File: src/rtl/pca_pkg.sv
// Shared types, constants and saturating helpers for the PID controller.
// No dependencies; every other file uses these by scoped name.
package pca_pkg;

   localparam int DataWidth = 32;              // values, gains, limits
   localparam int AccWidth  = DataWidth + 16;  // term accumulator and integral
   localparam int ProdWidth = AccWidth + DataWidth; // raw magnitude product
   localparam int CntWidth  = 7;
   localparam int MulSteps  = DataWidth;       // one multiplier bit a cycle
   localparam int DivSteps  = ProdWidth;       // one quotient bit a cycle
   localparam logic [31:0] StepTimeMin = 32'd429; // 1.0e-7 s in Q0.32

   typedef enum logic [2:0] {
      REG_GAIN_P     = 3'd0,
      REG_GAIN_I     = 3'd1,
      REG_GAIN_D     = 3'd2,
      REG_LIMIT_LOW  = 3'd3,
      REG_LIMIT_HIGH = 3'd4
   } reg_index_type;

   typedef enum logic [2:0] {
      OP_P      = 3'd0,
      OP_INCR   = 3'd1,
      OP_ITRIAL = 3'd2,
      OP_IOLD   = 3'd3,
      OP_DPROD  = 3'd4,
      OP_DIV    = 3'd5
   } op_type;

   typedef struct packed {
      logic   start;
      op_type op;
      logic   sum1;
      logic   sum2;
      logic   finish;
   } cmd_type;

   typedef struct packed {
      logic done;
      logic bad;
      logic gd_zero;
      logic out_free;
   } stat_type;

   // magnitude plus sign to a saturated signed accumulator value
   function automatic logic signed [AccWidth-1:0] sat_mag(
      input logic [ProdWidth-1:0] m, input logic neg);
      logic [AccWidth-1:0] v;
      logic signed [AccWidth-1:0] r;
      v = {1'b0, m[AccWidth-2:0]};
      if (|m[ProdWidth-1:AccWidth-1]) begin
         r = neg ? {1'b1, {(AccWidth-1){1'b0}}} : {1'b0, {(AccWidth-1){1'b1}}};
      end else begin
         r = neg ? $signed(~v + 1'b1) : $signed(v);
      end
      return r;
   endfunction

   function automatic logic signed [AccWidth-1:0] sat_add(
      input logic signed [AccWidth-1:0] a, input logic signed [AccWidth-1:0] b);
      logic [AccWidth:0] s;
      logic signed [AccWidth-1:0] r;
      s = {a[AccWidth-1], a} + {b[AccWidth-1], b};
      if (s[AccWidth] != s[AccWidth-1]) begin
         r = s[AccWidth] ? {1'b1, {(AccWidth-1){1'b0}}} : {1'b0, {(AccWidth-1){1'b1}}};
      end else begin
         r = $signed(s[AccWidth-1:0]);
      end
      return r;
   endfunction

   function automatic logic [DataWidth-1:0] abs_data(input logic [DataWidth-1:0] x);
      return x[DataWidth-1] ? (~x + 1'b1) : x;
   endfunction

   function automatic logic [AccWidth-1:0] abs_acc(input logic [AccWidth-1:0] x);
      return x[AccWidth-1] ? (~x + 1'b1) : x;
   endfunction

   function automatic logic [DataWidth:0] abs_diff(input logic [DataWidth:0] x);
      return x[DataWidth] ? (~x + 1'b1) : x;
   endfunction

endpackage

File: src/rtl/pca_ctrl.sv
// Sequencer for the PID controller: issues multiply, divide and sum commands.
// Depends on pca_pkg for the command and status structs.
module pca_ctrl (
   input  logic              clock,
   input  logic              reset,
   input  logic              accept,
   input  pca_pkg::stat_type stat,
   output pca_pkg::cmd_type  cmd,
   output logic              idle
);

   typedef enum logic [3:0] {
      ST_IDLE, ST_P, ST_INCR, ST_ITRIAL, ST_IOLD, ST_DPROD, ST_DIV,
      ST_SUM1, ST_SUM2, ST_FIN, ST_LAST
   } state_type;

   state_type        state_ff, state_in;
   pca_pkg::cmd_type cmd_ff, cmd_in;

   always_comb begin
      state_in = state_ff;
      cmd_in   = '0;
      cmd_in.op = pca_pkg::OP_P;
      case (state_ff)
         ST_IDLE: begin
            if (accept) begin
               state_in     = ST_P;
               cmd_in.start = 1'b1;
               cmd_in.op    = pca_pkg::OP_P;
            end
         end
         ST_P: begin
            if (stat.done) begin
               cmd_in.start = 1'b1;
               if (stat.bad) begin
                  state_in  = ST_IOLD;
                  cmd_in.op = pca_pkg::OP_IOLD;
               end else begin
                  state_in  = ST_INCR;
                  cmd_in.op = pca_pkg::OP_INCR;
               end
            end
         end
         ST_INCR: begin
            if (stat.done) begin
               state_in     = ST_ITRIAL;
               cmd_in.start = 1'b1;
               cmd_in.op    = pca_pkg::OP_ITRIAL;
            end
         end
         ST_ITRIAL: begin
            if (stat.done) begin
               state_in     = ST_IOLD;
               cmd_in.start = 1'b1;
               cmd_in.op    = pca_pkg::OP_IOLD;
            end
         end
         ST_IOLD: begin
            if (stat.done) begin
               if (stat.bad || stat.gd_zero) begin
                  state_in    = ST_SUM1;
                  cmd_in.sum1 = 1'b1;
               end else begin
                  state_in     = ST_DPROD;
                  cmd_in.start = 1'b1;
                  cmd_in.op    = pca_pkg::OP_DPROD;
               end
            end
         end
         ST_DPROD: begin
            if (stat.done) begin
               state_in     = ST_DIV;
               cmd_in.start = 1'b1;
               cmd_in.op    = pca_pkg::OP_DIV;
            end
         end
         ST_DIV: begin
            if (stat.done) begin
               state_in    = ST_SUM1;
               cmd_in.sum1 = 1'b1;
            end
         end
         ST_SUM1: begin
            state_in    = ST_SUM2;
            cmd_in.sum2 = 1'b1;
         end
         ST_SUM2: begin
            state_in = ST_FIN;
         end
         ST_FIN: begin
            // wait for the output register to be free
            if (stat.out_free) begin
               state_in      = ST_LAST;
               cmd_in.finish = 1'b1;
            end
         end
         ST_LAST: begin
            state_in = ST_IDLE;
         end
         default: begin
            state_in = ST_IDLE;
         end
      endcase
   end

   always_ff @(posedge clock) begin
      if (reset) begin
         state_ff <= ST_IDLE;
         cmd_ff   <= '0;
      end else begin
         state_ff <= state_in;
         cmd_ff   <= cmd_in;
      end
   end

   assign cmd  = cmd_ff;
   assign idle = (state_ff == ST_IDLE);

endmodule

File: src/rtl/pca_datapath.sv
// Datapath of the PID controller: registers, shift-add multiplier, restoring
// divider, saturating sums and the output register. Depends on pca_pkg.
module pca_datapath (
   input  logic                                   clock,
   input  logic                                   reset,
   input  logic                                   load,
   input  logic signed [pca_pkg::DataWidth-1:0]   req_target,
   input  logic signed [pca_pkg::DataWidth-1:0]   req_measured,
   input  logic        [31:0]                     req_step_time,
   input  logic                                   csr_wr_en,
   input  logic        [2:0]                      csr_index,
   input  logic        [pca_pkg::DataWidth-1:0]   csr_wr_data,
   input  pca_pkg::cmd_type                       cmd,
   input  logic                                   rsp_stall,
   output pca_pkg::stat_type                      stat,
   output logic                                   rsp_valid,
   output logic signed [pca_pkg::DataWidth-1:0]   rsp_drive,
   output logic                                   rsp_integral_held,
   output logic                                   rsp_step_time_bad
);

   localparam int DW = pca_pkg::DataWidth;
   localparam int AW = pca_pkg::AccWidth;
   localparam int PW = pca_pkg::ProdWidth;
   localparam int CW = pca_pkg::CntWidth;

   // configuration
   logic signed [DW-1:0] gain_p_ff, gain_i_ff, gain_d_ff, limit_low_ff, limit_high_ff;

   // controller state
   logic signed [AW-1:0] integral_ff;
   logic signed [DW-1:0] last_err_ff;

   // per-word operands
   logic signed [DW-1:0] err_ff;
   logic        [DW:0]   diff_ff;
   logic        [31:0]   st_ff;

   // iterative unit
   logic                 busy_ff, done_ff;
   logic [CW-1:0]        cnt_ff;
   logic [PW-1:0]        acc_ff;
   logic [AW-1:0]        ma_ff;
   logic [DW-1:0]        mb_ff;
   logic [31:0]          rem_ff;
   logic                 neg_ff;
   pca_pkg::op_type      op_ff;

   // partial results
   logic signed [AW-1:0] p_ff, tint_ff, it_ff, io_ff, d_ff;
   logic signed [AW-1:0] pi_ff, po_ff, trial_ff, other_ff;

   // output register
   logic                 rsp_valid_ff, held_ff, bad_out_ff;
   logic signed [DW-1:0] drive_ff;

   // error on load, saturated to the data width
   logic [DW:0]          raw_err;
   logic signed [DW-1:0] err_in;
   logic [DW:0]          diff_in;

   always_comb begin
      raw_err = {req_target[DW-1], req_target} - {req_measured[DW-1], req_measured};
      if (raw_err[DW] != raw_err[DW-1]) begin
         err_in = raw_err[DW] ? {1'b1, {(DW-1){1'b0}}} : {1'b0, {(DW-1){1'b1}}};
      end else begin
         err_in = $signed(raw_err[DW-1:0]);
      end
      diff_in = {err_in[DW-1], err_in} - {last_err_ff[DW-1], last_err_ff};
   end

   logic bad;
   logic gd_zero;
   assign bad     = (st_ff <= pca_pkg::StepTimeMin);
   assign gd_zero = (gain_d_ff == '0);

   // divider step
   logic [32:0] rem_sh;
   logic        q_bit;
   logic [32:0] rem_sub;
   always_comb begin
      rem_sh  = {rem_ff, acc_ff[PW-1]};
      q_bit   = (rem_sh >= {1'b0, st_ff});
      rem_sub = rem_sh - {1'b0, st_ff};
   end

   // result assembly
   logic signed [AW-1:0] d_eff, lo_ext, hi_ext;
   logic                 out_of_range;
   logic signed [DW-1:0] clamped;
   always_comb begin
      d_eff        = (bad || gd_zero) ? '0 : d_ff;
      lo_ext       = AW'(limit_low_ff);
      hi_ext       = AW'(limit_high_ff);
      out_of_range = (trial_ff > hi_ext) || (trial_ff < lo_ext);
      if (other_ff > hi_ext) begin
         clamped = limit_high_ff;
      end else if (other_ff < lo_ext) begin
         clamped = limit_low_ff;
      end else begin
         clamped = other_ff[DW-1:0];
      end
   end

   // configuration writes
   always_ff @(posedge clock) begin
      if (reset) begin
         gain_p_ff     <= '0;
         gain_i_ff     <= '0;
         gain_d_ff     <= '0;
         limit_low_ff  <= -32'sd65536;
         limit_high_ff <= 32'sd65536;
      end else if (csr_wr_en) begin
         case (csr_index)
            pca_pkg::REG_GAIN_P:     gain_p_ff     <= $signed(csr_wr_data);
            pca_pkg::REG_GAIN_I:     gain_i_ff     <= $signed(csr_wr_data);
            pca_pkg::REG_GAIN_D:     gain_d_ff     <= $signed(csr_wr_data);
            pca_pkg::REG_LIMIT_LOW:  limit_low_ff  <= $signed(csr_wr_data);
            pca_pkg::REG_LIMIT_HIGH: limit_high_ff <= $signed(csr_wr_data);
            default: ;
         endcase
      end
   end

   // state and word capture
   always_ff @(posedge clock) begin
      if (reset) begin
         integral_ff <= '0;
         last_err_ff <= '0;
      end else begin
         if (load) begin
            last_err_ff <= err_in;
         end
         if (cmd.finish && !bad && !out_of_range) begin
            integral_ff <= tint_ff;
         end
      end
   end

   always_ff @(posedge clock) begin
      if (load) begin
         err_ff  <= err_in;
         diff_ff <= diff_in;
         st_ff   <= req_step_time;
      end
   end

   // iterative multiply and divide
   always_ff @(posedge clock) begin
      if (reset) begin
         busy_ff <= 1'b0;
         done_ff <= 1'b0;
         cnt_ff  <= '0;
         op_ff   <= pca_pkg::OP_P;
      end else begin
         done_ff <= 1'b0;
         if (cmd.start) begin
            busy_ff <= 1'b1;
            op_ff   <= cmd.op;
            cnt_ff  <= (cmd.op == pca_pkg::OP_DIV) ? CW'(pca_pkg::DivSteps - 1)
                                                    : CW'(pca_pkg::MulSteps - 1);
         end else if (busy_ff) begin
            if (cnt_ff == '0) begin
               busy_ff <= 1'b0;
               done_ff <= 1'b1;
            end else begin
               cnt_ff <= cnt_ff - 1'b1;
            end
         end
      end
   end

   always_ff @(posedge clock) begin
      if (cmd.start) begin
         case (cmd.op)
            pca_pkg::OP_P: begin
               ma_ff  <= AW'(pca_pkg::abs_data(err_ff));
               mb_ff  <= pca_pkg::abs_data(gain_p_ff);
               neg_ff <= err_ff[DW-1] ^ gain_p_ff[DW-1];
               acc_ff <= '0;
            end
            pca_pkg::OP_INCR: begin
               ma_ff  <= AW'(pca_pkg::abs_data(err_ff));
               mb_ff  <= st_ff;
               neg_ff <= err_ff[DW-1];
               acc_ff <= '0;
            end
            pca_pkg::OP_ITRIAL: begin
               ma_ff  <= pca_pkg::abs_acc(tint_ff);
               mb_ff  <= pca_pkg::abs_data(gain_i_ff);
               neg_ff <= tint_ff[AW-1] ^ gain_i_ff[DW-1];
               acc_ff <= '0;
            end
            pca_pkg::OP_IOLD: begin
               ma_ff  <= pca_pkg::abs_acc(integral_ff);
               mb_ff  <= pca_pkg::abs_data(gain_i_ff);
               neg_ff <= integral_ff[AW-1] ^ gain_i_ff[DW-1];
               acc_ff <= '0;
            end
            pca_pkg::OP_DPROD: begin
               ma_ff  <= AW'(pca_pkg::abs_diff(diff_ff));
               mb_ff  <= pca_pkg::abs_data(gain_d_ff);
               neg_ff <= diff_ff[DW] ^ gain_d_ff[DW-1];
               acc_ff <= '0;
            end
            pca_pkg::OP_DIV: begin
               // numerator is the product scaled by 2^16; sign carries over
               acc_ff <= {acc_ff[PW-17:0], 16'b0};
               rem_ff <= '0;
            end
            default: ;
         endcase
      end else if (busy_ff) begin
         if (op_ff == pca_pkg::OP_DIV) begin
            rem_ff <= q_bit ? rem_sub[31:0] : rem_sh[31:0];
            acc_ff <= {acc_ff[PW-2:0], q_bit};
         end else begin
            acc_ff <= {acc_ff[PW-2:0], 1'b0} + (mb_ff[DW-1] ? PW'(ma_ff) : '0);
            mb_ff  <= {mb_ff[DW-2:0], 1'b0};
         end
      end
   end

   // store finished unit results and form sums
   always_ff @(posedge clock) begin
      if (done_ff) begin
         case (op_ff)
            pca_pkg::OP_P:      p_ff  <= pca_pkg::sat_mag(PW'(acc_ff[PW-1:16]), neg_ff);
            pca_pkg::OP_INCR:   tint_ff <= pca_pkg::sat_add(integral_ff,
                                   pca_pkg::sat_mag(PW'(acc_ff[PW-1:16]), neg_ff));
            pca_pkg::OP_ITRIAL: it_ff <= pca_pkg::sat_mag(PW'(acc_ff[PW-1:32]), neg_ff);
            pca_pkg::OP_IOLD:   io_ff <= pca_pkg::sat_mag(PW'(acc_ff[PW-1:32]), neg_ff);
            pca_pkg::OP_DIV:    d_ff  <= pca_pkg::sat_mag(acc_ff, neg_ff);
            default: ;
         endcase
      end
      if (cmd.sum1) begin
         pi_ff <= pca_pkg::sat_add(p_ff, it_ff);
         po_ff <= pca_pkg::sat_add(p_ff, io_ff);
      end
      if (cmd.sum2) begin
         trial_ff <= pca_pkg::sat_add(pi_ff, d_eff);
         other_ff <= pca_pkg::sat_add(po_ff, d_eff);
      end
   end

   // output register
   always_ff @(posedge clock) begin
      if (reset) begin
         rsp_valid_ff <= 1'b0;
      end else if (cmd.finish) begin
         rsp_valid_ff <= 1'b1;
      end else if (!rsp_stall) begin
         rsp_valid_ff <= 1'b0;
      end
   end

   always_ff @(posedge clock) begin
      if (cmd.finish) begin
         bad_out_ff <= bad;
         if (bad) begin
            held_ff  <= 1'b0;
            drive_ff <= clamped;
         end else if (out_of_range) begin
            held_ff  <= 1'b1;
            drive_ff <= clamped;
         end else begin
            held_ff  <= 1'b0;
            drive_ff <= trial_ff[DW-1:0];
         end
      end
   end

   assign stat.done     = done_ff;
   assign stat.bad      = bad;
   assign stat.gd_zero  = gd_zero;
   assign stat.out_free = !rsp_valid_ff || !rsp_stall;

   assign rsp_valid         = rsp_valid_ff;
   assign rsp_drive         = drive_ff;
   assign rsp_integral_held = held_ff;
   assign rsp_step_time_bad = bad_out_ff;

endmodule

File: src/rtl/pid_conditional_antiwindup.sv
// Top level of the PID controller with conditional-integration anti-windup.
// Depends on pca_pkg, pca_ctrl and pca_datapath.
//
// One word in gives one word out. Values, gains and limits are signed
// Q16.16, the step time is unsigned Q0.32 seconds and the integral is kept
// as signed Q16.32 in 48 bits; every product and quotient truncates toward
// zero and every sum saturates. The block takes one word at a time: req_stall
// is low only while the sequencer is idle. A word with a bad step time
// (at or below 429, i.e. 1.0e-7 s) skips the increment, trial-integral and
// derivative products and the divide; zero derivative gain skips the last two.
// The sequencer is idle again as the result shows on rsp_valid. Work is done
// by the shared shift-add multiplier (operand load, 32 add-shift steps and a
// done cycle a product; up to five products), the restoring divider (one
// quotient bit a cycle) and the steps that sum, clamp and register the result.
// A finished word waits in the output register, so the next word is taken
// while rsp_stall holds the previous one; a word still held there when the
// next one is ready stretches the last step until rsp_stall drops. Write the
// csr_ registers only while the block is idle; writes to indexes beyond
// limit_high are dropped.
module pid_conditional_antiwindup (
   input  logic                                 clock,
   input  logic                                 reset,
   // input word
   input  logic                                 req_valid,
   output logic                                 req_stall,
   input  logic signed [pca_pkg::DataWidth-1:0] req_target,
   input  logic signed [pca_pkg::DataWidth-1:0] req_measured,
   input  logic        [31:0]                   req_step_time,
   // result word
   output logic                                 rsp_valid,
   input  logic                                 rsp_stall,
   output logic signed [pca_pkg::DataWidth-1:0] rsp_drive,
   output logic                                 rsp_integral_held,
   output logic                                 rsp_step_time_bad,
   // configuration
   input  logic                                 csr_wr_en,
   input  logic        [2:0]                    csr_index,
   input  logic        [pca_pkg::DataWidth-1:0] csr_wr_data
);

   pca_pkg::cmd_type  cmd;
   pca_pkg::stat_type stat;
   logic              idle;
   logic              accept;

   // take a word only when the sequencer has nothing in flight
   assign req_stall = !idle;
   assign accept    = req_valid && idle;

   pca_ctrl u_ctrl (
      .clock  (clock),
      .reset  (reset),
      .accept (accept),
      .stat   (stat),
      .cmd    (cmd),
      .idle   (idle)
   );

   pca_datapath u_datapath (
      .clock             (clock),
      .reset             (reset),
      .load              (accept),
      .req_target        (req_target),
      .req_measured      (req_measured),
      .req_step_time     (req_step_time),
      .csr_wr_en         (csr_wr_en),
      .csr_index         (csr_index),
      .csr_wr_data       (csr_wr_data),
      .cmd               (cmd),
      .rsp_stall         (rsp_stall),
      .stat              (stat),
      .rsp_valid         (rsp_valid),
      .rsp_drive         (rsp_drive),
      .rsp_integral_held (rsp_integral_held),
      .rsp_step_time_bad (rsp_step_time_bad)
   );

endmodule

File: config.mk
export PLATFORM = sky130hd
export DESIGN_NAME = pid_conditional_antiwindup
export DESIGN_NICKNAME = d
export VERILOG_FILES = /design/src/rtl/pca_pkg.sv /design/src/rtl/pca_ctrl.sv /design/src/rtl/pca_datapath.sv /design/src/rtl/pid_conditional_antiwindup.sv
export SDC_FILE = /design/constraint.sdc
export NUM_CORES = 2
export LEC_CHECK = 0
export ABC_AREA = 1
export BUFFER_PORTS_ARGS = -buffer_cell sky130_fd_sc_hd__buf_4
export CAP_MARGIN = 20
export CELL_PAD_IN_SITES_DETAIL_PLACEMENT = 2
export CELL_PAD_IN_SITES_GLOBAL_PLACEMENT = 2
export CORE_UTILIZATION = 38
export DETAILED_ROUTE_END_ITERATION = 10
export MAX_ROUTING_LAYER = met4
export PLACE_DENSITY = 0.92
export SETUP_SLACK_MARGIN = 0.5
export SYNTH_ARGS = -nofsm -noshare
export SYNTH_HDL_FRONTEND = slang
export SYNTH_HIERARCHICAL = 1
export SYNTH_SLANG_ARGS = --single-unit
File: constraint.sdc
create_clock -name clock -period 6.7 [get_ports clock]
set_input_delay 0.67 -clock clock [delete_from_list [all_inputs] [get_ports clock]]
set_output_delay 0.67 -clock clock [all_outputs]
set_load 0.005 [all_outputs]
==> flow_summary.ini <==
[status]
outcome = completed

[worst_setup_path]
cpMostUsedCell = nand2_1
crit_start = u_datapath/st_ff[1]
startpoint_type = register
end_kind = register
required_ns = 7.16
rr_startpoint = u_datapath/st_ff[1]
critical_path_peak_fanout = 47
worstReg2RegEnd = u_datapath/rem_ff[6]
reg2reg_slack_ns = 0.36
max_stage_delay_ns = 1.05
path_class = register to register
path_cells = inv_1 -> ha_1 -> nand2_1 -> o21ai_0 -> nand2_1 -> nand2_1 -> nand2_1 -> nand2_1 -> nand2_1 -> nand2_1 -> nand2_1 -> nand2_1 -> nand2_1 -> o211ai_1 -> a21oi_1 -> o21ai_0 -> nand2_1 -> nand2_2 -> buf_12 -> o21ai_0 -> a21oi_1
slowest_stage = a21oi_1
arrival_ns = 6.80
reg2regPathDepth = 21

[synthesis]
yosysWarningCount = 6
synth_xor_area_share_pct = 4.87
synth_top_family_by_area = simple AND/OR/NAND/NOR gates
synthCells = 11200
synth-adder-area-share_pct = 8.68
synth_edf_count = 756
yosysSeqAreaShare_pct = 34.9
async_flop_share_pct = 0
synth.mux.area_fraction_pct = 0
synthSimpleGateAreaFrac_pct = 24.7
synth_compound_area_share_pct = 17.2
syn_area_mm2 = 0.0802
avgSynthCellArea_um2 = 7.17
synth_seq_cells = 1020
synth_cell_types = 75
synth_fp_nets = 11900
ys.flop_type = edfxtp_1

[detailed_routing]
drt-total-wl_um = 471000
dr.pass1.iters = 6
viasPerCell = 6.35
drtAntennaViolNets = 0
vias = 91000
drcViolationCount = 0
dr.first_iter.drc_count = 9213
wire_per_inst_um = 32.9

[worst_hold_path]
hold_class = primary input to register
min_from = req_step_time[27]
hold_path_depth = 1
holdPathEnd = u_datapath/st_ff[27]

[pwr]
max-vdd-ir-drop_uv = 496
powerDensity_mw_per_mm2 = 336
total_leakage_power_uw = 0.0403
p_total_uw = 30300

[global_route]
top_usage_layer = met2
grt_pass1_wl_um = 669000
grt_use_met3_pct = 9.46
overflow = 0
grt_pass1_vias = 97700
grt_use_met2_pct = 71.3
antenna_found_initial = 46
gr-usage-met1_pct = 46.7
grt_use_total_pct = 43.5
grt_max_degree = 102

[cells_and_area]
final_core_util_pct = 42.9
syn2layout_area_growth_pct = 12.2
nets = 12100
drive_gt1_share_pct = 7.10

[timing]
rsz0062_at_grt = yes
finalClockSkew_ns = 0.0853
finalSetupViolCount = 0
tightest_slew_ns = 1.32
slew_violations = 0
post-route-period-util_pct = 94.6
fmax_mhz = 158
setup_ws_ns = 0.360
hold_viol = 0
relSlewSlack_pct = 12.3
min_period_ns = 6.34

[floorplan]
die_area_mm2 = 0.213
top_level_ports = 172
initial_core_util_pct = 38.2
die_y_um = 461
die_w_um = 461
rows = 168
core_area_mm2 = 0.210

[cts]
cts_max_level = 4
cts_made_buffers = 130
cts.sinks = 1020
cts_tree = done
clkSlewWorstSetupHoldPaths_ns = 0.07
cts-root-buf = clkbuf_16
clock_latency_ns = 0.87
clockBufferDepth = 3

[placed_design]
place_ws_ns = -0.414
place_congestion = 1.02
portBuffers = 171
place_hpwl_um = 321000

[flow_run]
maxCapViolCount = 0
[timing repair]
action	CTS	global route
hold endpoints to repair	29	1
resized for setup	8	31
hold buffers	29	1
setup endpoints to repair	12	158
buffers inserted	0	5
cloned	0	1
pin swaps	0	7
[worst max-delay path by stage]
stage                                        end  slack, ns  depth (start not counted)
after floorplan           u_datapath/diff_ff[27]       0.66                         32
after global placement    u_datapath/diff_ff[28]       0.06                         34
after detailed placement  u_datapath/diff_ff[28]      -0.41                         34
after CTS                  u_datapath/tint_ff[6]       0.56                         27
after global routing      u_datapath/diff_ff[25]       0.41                         37
final                       u_datapath/rem_ff[6]       0.36                         21
[logic make-up (layout without fill, tap and decap cells)]
group	Yosys count	in the layout
simple gates	4671	4672
compound gates	2501	2501
buf+inv	1982	2282
flops	1020	1020
fa+ha+maj	552	552
xor+xnor	446	446
other cells	0	40
[per-stage QoR]
stage / instance area, um^2 / TNS (ns) / cells / hold WS (ns)
4_1_cts: 89600 / 0 / 14300 / 0.000879
5_1_grt: 90000 / 0 / 14300 / 0.0296
6_report: 90000 / 0 / 14300 / 0.0540
2_1_floorplan: 80200 / 0 / 11200 / 0.445
3_5_place_dp: 85000 / -1.53 / 14000 / 0.490
3_3_place_gp: 85000 / 0 / 14000 / 0.454
[layout make-up]
type | instances | area (um^2)
fillers | 24400 | 120000
inverters | 1638 | 6170
well taps | 2805 | 3510
flip-flops and latches | 1020 | 28000
multi-input cells | 8171 | 44700
repair buffers | 406 | 3240
clock inverters | 79 | 865
clock buffers | 159 | 3420
diodes | 40 | 100
[cells in the final DEF (no fill, tap or decap), types with 24 or more instances in the layout]
master	instances
o21ai_0	954
o21a_1	47
o21bai_1	37
nand2_1	2352
dfxtp_1	260
or2_2	29
nand2_2	57
o22ai_1	41
nor4_1	81
a21boi_0	28
a21o_1	26
inv_2	24
nor3_1	175
nor2_1	1105
o21ai_2	31
xor2_1	300
ha_1	544
o2111ai_1	26
buf_4	367
diode_2	40
o211ai_1	47
dlygate4sd3_1	30
a31oi_1	126
inv_1	1597
nor2_2	31
o21ai_1	33
xnor2_1	144
nand3_1	585
nand4_1	168
clkbuf_16	130
a21oi_1	982
clkinv_1	39
edfxtp_1	756
[critical path: cells and delay by family (launching register included)]
| family | cells | cell delay, ns |
|---|---|---|
| compound gates | 6 | 2.60 |
| fa+ha+maj | 1 | 0.35 |
| buf+inv | 2 | 0.44 |
| flops | 1 | 0.50 |
| simple gates | 12 | 2.04 |
[Yosys cell counts, types with 22 or more instances]
| cell type | count | area, um^2 |
|---|---|---|
| nand2_2 | 58 | 363 |
| a21o_1 | 26 | 195 |
| o22ai_1 | 41 | 257 |
| o21ai_0 | 963 | 4820 |
| o2111ai_1 | 26 | 228 |
| a21boi_0 | 34 | 255 |
| o21bai_1 | 37 | 278 |
| nor2_1 | 1119 | 4200 |
| a31oi_1 | 128 | 801 |
| dfxtp_1 | 264 | 5290 |
| clkbuf_1 | 256 | 961 |
| nand2_1 | 2355 | 8840 |
| ha_1 | 545 | 6820 |
| inv_2 | 22 | 82.6 |
| o211ai_1 | 47 | 353 |
| inv_1 | 1602 | 6010 |
| nand3_1 | 586 | 2930 |
| buf_2 | 25 | 125 |
| or2_2 | 29 | 181 |
| o21ai_1 | 26 | 130 |
| nor4_1 | 81 | 507 |
| nand4_1 | 168 | 1050 |
| xnor2_1 | 145 | 1270 |
| edfxtp_1 | 756 | 22700 |
| xor2_1 | 301 | 2640 |
| a21oi_1 | 990 | 4950 |
| nor3_1 | 179 | 896 |
| buf_1 | 28 | 105 |
| o21a_1 | 47 | 353 |
| o21ai_2 | 29 | 254 |
[per-layer routing]
metal	up-vias	part of all wire, %
met5	-	0
met4	0	9.0
met3	2331	8.0
met2	5515	47
met1	45200	36
li1	37900	-
[power by group]
part	switching [uW]	leakage, uW	total, uW	internal [uW]
clock	3610	0.00207	7670	4060
sequential	1170	0.00906	9420	8250
combinational	9630	0.0292	13200	3540
[state kept, by name, summed over array words and instances, names as in the netlist, 33 cells and up]
signal / cells
u_datapath/ma_ff: 48
u_datapath/other_ff: 48
u_datapath/pi_ff: 48
u_datapath/trial_ff: 48
u_datapath/integral_ff: 48
u_datapath/p_ff: 48
u_datapath/tint_ff: 48
u_datapath/acc_ff: 80
u_datapath/io_ff: 48
u_datapath/po_ff: 48
u_datapath/diff_ff: 33
u_datapath/d_ff: 48
u_datapath/it_ff: 48
Note: power is estimated with default switching activity, not from simulation.
